--- src/hdl/hlac_pkg.sv ---
// Types and constants of the Huffman length anomaly check.
// No dependencies.
`default_nettype none

package hlac_pkg;

  localparam int unsigned NSYM   = 16;
  localparam int unsigned NNODE  = 31;
  localparam int unsigned BITS_W = 36;
  localparam int unsigned SYMS_W = 32;
  localparam int unsigned QDEPTH = 4;
  localparam int unsigned QPTR_W = 2;

  localparam logic [2:0] FUNC_REF_CHAR   = 3'd0;
  localparam logic [2:0] FUNC_REF_CLOSE  = 3'd1;
  localparam logic [2:0] FUNC_TEST_CHAR  = 3'd2;
  localparam logic [2:0] FUNC_TEST_CLOSE = 3'd3;
  localparam logic [2:0] FUNC_CLEAR      = 3'd4;

  localparam logic [1:0] STS_OK      = 2'd0;
  localparam logic [1:0] STS_EMPTY   = 2'd1;
  localparam logic [1:0] STS_NO_CODE = 2'd2;
  localparam logic [1:0] STS_SAT     = 2'd3;

  localparam logic       KIND_REF  = 1'b0;
  localparam logic       KIND_TEST = 1'b1;

  localparam logic       REG_NUM = 1'b0;
  localparam logic       REG_DEN = 1'b1;
  localparam logic [3:0] NUM_RESET = 4'd3;
  localparam logic [3:0] DEN_RESET = 4'd2;

  typedef enum logic [2:0] {
    OP_REF_CHAR,
    OP_REF_CLOSE,
    OP_TEST_CHAR,
    OP_TEST_CLOSE,
    OP_CLEAR
  } op_e;

  typedef struct packed {
    op_e        op;
    logic [3:0] sym;
  } hlac_op_t;

  typedef struct packed {
    logic       hit;
    logic [3:0] sym;
  } hex_t;

  typedef enum logic [3:0] {
    ST_IDLE,
    ST_INIT,
    ST_PLAN,
    ST_SCAN,
    ST_DEPTH,
    ST_SUM,
    ST_REF_RPT,
    ST_MUL,
    ST_TEST_RPT
  } st_e;

  function automatic hex_t hex_sym(input logic [7:0] c);
    hex_t r;
    r.hit = 1'b0;
    r.sym = 4'd0;
    if (c >= 8'h30 && c <= 8'h39) begin
      r.hit = 1'b1;
      r.sym = 4'(c - 8'h30);
    end else if (c >= 8'h41 && c <= 8'h46) begin
      r.hit = 1'b1;
      r.sym = 4'(c - 8'h37);
    end
    return r;
  endfunction

endpackage

`default_nettype wire

--- src/hdl/hlac_front.sv ---
// Front end: decodes requests and queues the ones that matter.
// Depends on hlac_pkg.
`default_nettype none

module hlac_front import hlac_pkg::*; (
  input  wire logic       clk_i,
  input  wire logic       rst_ni,
  input  wire logic       start_i,
  input  wire logic [2:0] func_i,
  input  wire logic [7:0] char_code_i,
  output logic            busy_o,
  input  wire logic       pop_i,
  output hlac_op_t        head_o,
  output logic            empty_o
);

  hlac_op_t            q_mem [QDEPTH];
  logic [QPTR_W-1:0]   wr_q, rd_q;
  logic [QPTR_W:0]     cnt_q;
  hlac_op_t            dec;
  logic                keep, push;
  hex_t                hx;

  always_comb begin
    hx       = hex_sym(char_code_i);
    dec.sym  = hx.sym;
    dec.op   = OP_CLEAR;
    keep     = 1'b0;
    case (func_i)
      FUNC_REF_CHAR: begin
        dec.op = OP_REF_CHAR;
        keep   = hx.hit;
      end
      FUNC_REF_CLOSE: begin
        dec.op = OP_REF_CLOSE;
        keep   = 1'b1;
      end
      FUNC_TEST_CHAR: begin
        dec.op = OP_TEST_CHAR;
        keep   = hx.hit;
      end
      FUNC_TEST_CLOSE: begin
        dec.op = OP_TEST_CLOSE;
        keep   = 1'b1;
      end
      FUNC_CLEAR: begin
        dec.op = OP_CLEAR;
        keep   = 1'b1;
      end
      default: keep = 1'b0;
    endcase
  end

  assign busy_o  = (cnt_q == (QPTR_W+1)'(QDEPTH));
  assign empty_o = (cnt_q == '0);
  assign push    = start_i && !busy_o && keep;
  assign head_o  = q_mem[rd_q];

  always_ff @(posedge clk_i) begin
    if (push) q_mem[wr_q] <= dec;
  end

  always_ff @(posedge clk_i or negedge rst_ni) begin
    if (!rst_ni) begin
      wr_q  <= '0;
      rd_q  <= '0;
      cnt_q <= '0;
    end else begin
      if (push) wr_q <= wr_q + 1'b1;
      if (pop_i) rd_q <= rd_q + 1'b1;
      case ({push, pop_i})
        2'b10:   cnt_q <= cnt_q + 1'b1;
        2'b01:   cnt_q <= cnt_q - 1'b1;
        default: cnt_q <= cnt_q;
      endcase
    end
  end

endmodule

`default_nettype wire

--- config.mk ---
export PLATFORM = sky130hd
export DESIGN_NAME = hlac_front
export DESIGN_NICKNAME = d
export VERILOG_FILES = /design/src/hdl/hlac_pkg.sv /design/src/hdl/hlac_front.sv
export SDC_FILE = /design/constraint.sdc
export NUM_CORES = 1
export LEC_CHECK = 0
export ABC_CLOCK_PERIOD_IN_PS = 2000
export BUFFER_PORTS_ARGS = -buffer_cell sky130_fd_sc_hd__buf_2
export CAP_MARGIN = 10
export CELL_PAD_IN_SITES_DETAIL_PLACEMENT = 0
export CELL_PAD_IN_SITES_GLOBAL_PLACEMENT = 2
export CORE_UTILIZATION = 36
export CTS_CLUSTER_DIAMETER = 80
export CTS_CLUSTER_SIZE = 30
export DETAILED_ROUTE_END_ITERATION = 6
export GPL_TIMING_DRIVEN = 0
export PLACE_DENSITY = 0.73
export SYNTH_ARGS = -nofsm -noshare
export SYNTH_HDL_FRONTEND = slang
export SYNTH_SLANG_ARGS = --single-unit
--- constraint.sdc ---
create_clock -name clk_i -period 2 [get_ports clk_i]
set_input_delay 0.4 -clock clk_i [delete_from_list [all_inputs] [get_ports clk_i]]
set_output_delay 0.4 -clock clk_i [all_outputs]
set_load 0.01 [all_outputs]
After elaboration in Yosys (flattened, before gate mapping)
Memory sizes are Yosys's and may differ from the RTL's.
Cells that the tools add are included.
- word-level logic and storage cells: 38
- register bits: 7
- memory bits (writable): 28
- input bits: 15
- output and inout bits: 9
- memories: 1
- $add $sub $neg: 6
- reductions and logical operators: 10
- muxes and demuxes: 7
- eq/ne operators: 7
- order comparisons: 4
- memories (memory ; words ; bits a word ; rd ports ; clocked after Yosys merged registers in ; write ports ; line ; RTL):
    q_mem ; 4 ; 7 ; 1 ; 0 ; 1 ; hlac_front.sv:17 ; hlac_op_t q_mem [QDEPTH];
- operators with widths (operator ; number):
    3-bit one-hot mux with 4 select lines ; 1
    5-bit two-way mux ; 2
    8-bit by 6-bit >= comparator with 1-bit output, second input constant ; 1
    8-bit by 7-bit >= comparator with 1-bit output, second input constant ; 1
    8-bit by 6-bit less-or-equal comparator with 1-bit output, second input constant ; 1
    8-bit by 7-bit less-or-equal comparator with 1-bit output, second input constant ; 1
    3-bit by 2-bit == test with 1-bit output, second input constant ; 2
    3-bit == test, second input constant ; 2
    3-bit zero test ; 2
    3-bit one-hot mux with 2 select lines ; 1
    2-bit by 1-bit adder with 2-bit output, second input constant ; 2
    1-bit logical AND ; 4
    4-bit by 1-bit subtractor with 4-bit output, second input constant ; 1
    4-bit by 3-bit subtractor with 4-bit output, second input constant ; 1
    3-bit by 1-bit adder with 3-bit output, second input constant ; 1
    3-bit by 1-bit == test with 1-bit output, second input constant ; 1
    3-bit OR reduction ; 1
    3-bit by 1-bit subtractor with 3-bit output, second input constant ; 1
    2-bit by 1-bit == test with 1-bit output, second input constant ; 1
    2-bit == test, second input constant ; 1
    1-bit two-way mux ; 2
    1-bit one-hot mux with 2 select lines ; 1
    2-bit nonzero test ; 1
    2-bit OR reduction ; 1
    1-bit zero test ; 1

Longest topological paths before layout
- depth after elaboration: 8
- depth in mapped cells: 12
- gate-level depth less buffers: 12

Worst setup path before layout
Ideal clock, no wire load.
- path kind: input to register
- start: input port char_code_i[0]
- end: register cnt_q[2]
- stages: 12
- slack: -516 ps
- path buffers: 0
- required time: 1921 ps
- data arrival time: 2437 ps
- setup time: 79 ps
- cell sequence: inv_1 -> ha_1 -> nor3b_1 -> nor4_4 -> o41a_4 -> inv_1 -> ha_1 -> inv_1 -> fa_1 -> xor2_1 -> nor2_1 -> xor2_1
- longest elaborated chain between the ends: 8
- elaborated cells on any way between the ends: 14
- classes of those cells: 4 x order compare; 2 x eq/ne; 4 x mux; 4 x reduce/logical
- ends and longest elaborated chain (what ; line ; RTL):
    from (decl) ; hlac_front.sv:10 ; input wire logic [7:0] char_code_i,
    8-bit by 7-bit >= comparator with 1-bit output / 8-bit by 7-bit less-or-equal comparator with 1-bit output (equally long branches) ; hlac_pkg.sv:70 ; end else if (c >= 8'h41 && c <= 8'h46) begin
    1-bit logical AND ; hlac_pkg.sv:70 ;
    5-bit two-way mux ; hlac_pkg.sv:70 ;
    5-bit two-way mux * ; hlac_pkg.sv:67 ; if (c >= 8'h30 && c <= 8'h39) begin
    1-bit one-hot mux with 2 select lines * ; hlac_front.sv:29 ; case (func_i)
    1-bit logical AND * ; hlac_front.sv:56 ; assign push = start_i && !busy_o && keep;
    2-bit by 1-bit == test with 1-bit output / 2-bit == test (equally long branches) ; hlac_front.sv:71 ; case ({push, pop_i})
    3-bit one-hot mux with 2 select lines / 2-bit nonzero test (equally long branches) ; - ;
    to (signal assigned) ; hlac_front.sv:72 ; 2'b10: cnt_q <= cnt_q + 1'b1;
    to (signal assigned) ; hlac_front.sv:73 ; 2'b01: cnt_q <= cnt_q - 1'b1;
    to (signal assigned) ; hlac_front.sv:74 ; default: cnt_q <= cnt_q;
    to (decl) ; hlac_front.sv:19 ; logic [QPTR_W:0] cnt_q;
Mark *: on every way between the ends. The rest lies on a longest branch, timed or not.
A chain may end at the register's enable or synchronous reset.

Worst setup path after layout
Same ends and word-level chain as after synthesis.

==> impl_metrics.csv <==
group,metric,value,unit
worst_hold_path,hold_class,"in -> reg",
grt,grt-ovfl-total,0,
finish,finalNetCount,159,
grt,grt_pass1_wl,4870,µm
timing,rsz0062_at_grt,"true",
power,p_int,0.00160,W
grt,antenna_found_initial,0,
critical_path,crit_end,"cnt_q[2]",
status,status,"finished, violations left",
finish,final_cells,187,
floorplanning,initial_core_util,37.7,%
finish,syn_to_final_growth,26.5,%
synth,synth_top_cell_by_area,"edfxtp_1",
power,p_sw,0.000683,W
grt,grt_pass1_vias,1014,
power,power_density,1090,mW/mm²
synth,avgSynthCellArea,16.5,µm²
timing,layout_setup_ws,-150,ps
status,violations,"negative setup slack",
finish,fin_util,47.7,%
drt,vias,905,
cts,cts_root_buffer,"clkbuf_8",
drt,drtPass1Iterations,4,
critical_path,required,2200,ps
synth,syn_inst,100,
critical_path,cpPeakStageDelay,450,ps
critical_path,critical_path_arrival,2350,ps
cts,h-tree-depth,2,
critical_path,critical_path.top_delay_family,"compound AO/OA/AOI/OAI gates",
floorplanning,dieArea,0.00487,mm²
timing,fmax,0.465,GHz
drt,drt-total-wl,2840,µm
place,placed_cell_area,0.00190,mm²
grt,grt_usage,13.6,%
drt,antenna_left,0,
critical_path,start_kind,"input pin",
place,port_buffers,23,
timing,setup_viol,2,
floorplanning,core-area,0.00438,mm²
power,p_comb_share,30.8,%
flow_run,cap_violations,0,
drt,post_drt_wl_per_cell,15.2,µm
cts,cts_tree,"built",
synth,ys_seq_elements,35,
finish,drive_above_1_share,48.9,%
synth,synth.cell_area,0.00165,mm²
drt,avgViaCountPerCell,4.84,
critical_path,crit_chain,"buf_8 > inv_6 > ha_4 > o21bai_4 > a2111oi_4 > o41a_4 > inv_4 > ha_4 > inv_2 > fa_2 > xor2_1 > nor2_1 > xor2_1",
critical_path,regToRegStartpoint,"cnt_q[1]",
critical_path,path_buf_inv,4,
finish,fillers,399,
cts,cts_made_buffers,5,
timing,min_period,2150,ps
floorplanning,ioPinCount,24,
power,irDropWorstVdd,0.000298,V
power,pwr-share-seq,47.4,%
place,place_inst,175,
timing,slew_headroom,74.6,%
critical_path,critical_path_depth,13,
synth,synth_top_area_share,50.9,%
timing,worst_hold_slack,359,ps
floorplanning,die_y,69.8,µm
synth,ys_seq_area_share,61.5,%
timing,setup_tns,-152,ps
grt,grt_max_degree,12,
critical_path,worstSetupStartpoint,"char_code_i[0]",
critical_path,r2r_setup_slack,-40,ps
timing,slew_viol_final,0,
timing,worst_pin_slew,380,ps
place,gp_congestion,0.751,
floorplanning,die_x,69.8,µm
critical_path,r2r-end,"cnt_q[2]",
power,switching_share,29.9,%
power,p_leak,0.796,nW
finish,fin_area,0.00209,mm²
synth,yosysWarnings,0,
critical_path,crit_path_max_fanout,4,
synth,syn-num-nets,125,
synth,ys_types,30,
cts,clkSinkCount,35,
place,dp_hpwl,2080,µm
critical_path,r2r_cells,10,
cts,clock_path_buffers,2,
drt,drc,0,
drt,drtIter0Drc,77,
cts,clk_latency,270,ps
power,p_clk_share,21.8,%
critical_path,crit_type,"in -> reg",
timing,hold_viol,0,
timing,min_period_over_period,107,%
floorplanning,rows,24,
timing,finClkSkew,7.48,ps
cts,clk_pin_slew,70,ps
synth,netlist_top_cells_area,"edfxtp_1, dfrtp_1, mux4_2, ha_1, inv_1",
finish,num_antenna_cells,0,
critical_path,crit_slowest_cell,"o41a_4",
critical_path,end_kind,"flop",
==> state kept, by name, indices dropped and copies added (netlist names) <==
| register | count |
|---|---|
| cnt_q | 3 |
| wr_q | 2 |
| q_mem | 28 |
| rd_q | 2 |
==> layer usage <==
metal	share of wire (%)	GRT usage, %
met1	46	16.3
met2	49	22.6
met3	4.6	4.51
met4	0.95	5.33
met5	0	0
==> how the worst min path moves through the flow <==
stage                       from       end  slack (ps)  depth (start not counted)
after global routing       pop_i   rd_q[0]         360                          2
after floorplan           rst_ni  cnt_q[0]         100                          0
after detailed placement  rst_ni   rd_q[1]         240                          1
after global placement    rst_ni   rd_q[0]         240                          1
final                      pop_i   rd_q[0]         360                          2
after CTS                  pop_i   rd_q[0]         350                          2
==> final cells by class <==
cell class                      instances  area (µm²)  share of cell area (%)
Timing Repair Buffer                   29         189                    9.04
Buffer                                  1        3.75                   0.180
Sequential cell                        35        1020                    48.8
Clock buffer                            7        86.3                    4.13
Multi-Input combinational cell         53         676                    32.3
Inverter                                9        46.3                    2.21
Clock inverter                          1        5.00                   0.239
Tap cell                               52        65.1                    3.11
==> power groups by stage <==
stage,combinational [W],sequential [W],clock [W]
2_1_floorplan,0.000552,0.000989,0
3_3_place_gp,0.000760,0.00100,0
3_5_place_dp,0.000781,0.00101,0
4_1_cts,0.000699,0.00109,0.000519
5_1_grt,0.000779,0.00112,0.000546
6_report,0.000704,0.00109,0.000498
==> cells by family (layout without fill, tap and decap cells) <==
kind of cell,after synthesis,count (layout),share of synthesized area [%]
compound gates,8,8,4.69
mux,10,10,11.7
xor+xnor,6,6,3.18
flops,35,35,61.5
fa+ha+maj,10,10,8.02
buf+inv,12,47,2.73
simple gates,19,19,8.18
==> layout by cell type, fill, tap and decap left out, drive strengths merged, types with 2 or more instances in the layout <==
cell,Yosys,routed
nor2b,2,2
mux4,7,7
nand2,4,4
inv,9,9
mux2,2,2
xnor2,3,3
nor2,2,2
edfxtp,28,28
buf,1,28
and2,4,4
clkbuf,2,8
nor3b,2,2
ha,9,9
dfrtp,7,7
xor2,3,3
o21ai,2,2
==> Yosys cell counts <==
master     instances
mux2_2             1
buf_1              1
nor2b_1            2
or4b_4             1
nor3_1             1
and3b_1            1
inv_1              9
xnor2_1            3
mux2_4             1
nor2_1             2
nor4_4             1
o41a_4             1
and3_1             1
xor2_1             3
nand2_1            4
and2_2             4
dfrtp_1            7
fa_1               1
o22a_2             1
edfxtp_1          28
clkbuf_1           2
o21bai_1           1
a22o_1             1
mux2i_1            1
mux4_2             7
ha_1               9
a21oi_1            1
o21ai_0            2
a2111oi_2          1
nor3b_1            2
==> what timing repair did <==
| item | 4_1_cts | 5_1_grt |
|---|---|---|
| resized for setup | 14 | 5 |
| endpoints found under the hold margin | 7 | 0 |
| pin swaps | 6 | 1 |
| setup endpoints to repair | 38 | 4 |
| hold buffers | 1 | 0 |
| setup buffers | 5 | 0 |
==> metrics by stage <==
step / setup WS (ps) / power [W]
final: -150 / 0.00229
after global routing: -230 / 0.00244
after CTS: -146 / 0.00230
after global placement: -710 / 0.00176
after floorplan: -429 / 0.00154
after detailed placement: -714 / 0.00179
(Power assumes the default switching activity.)
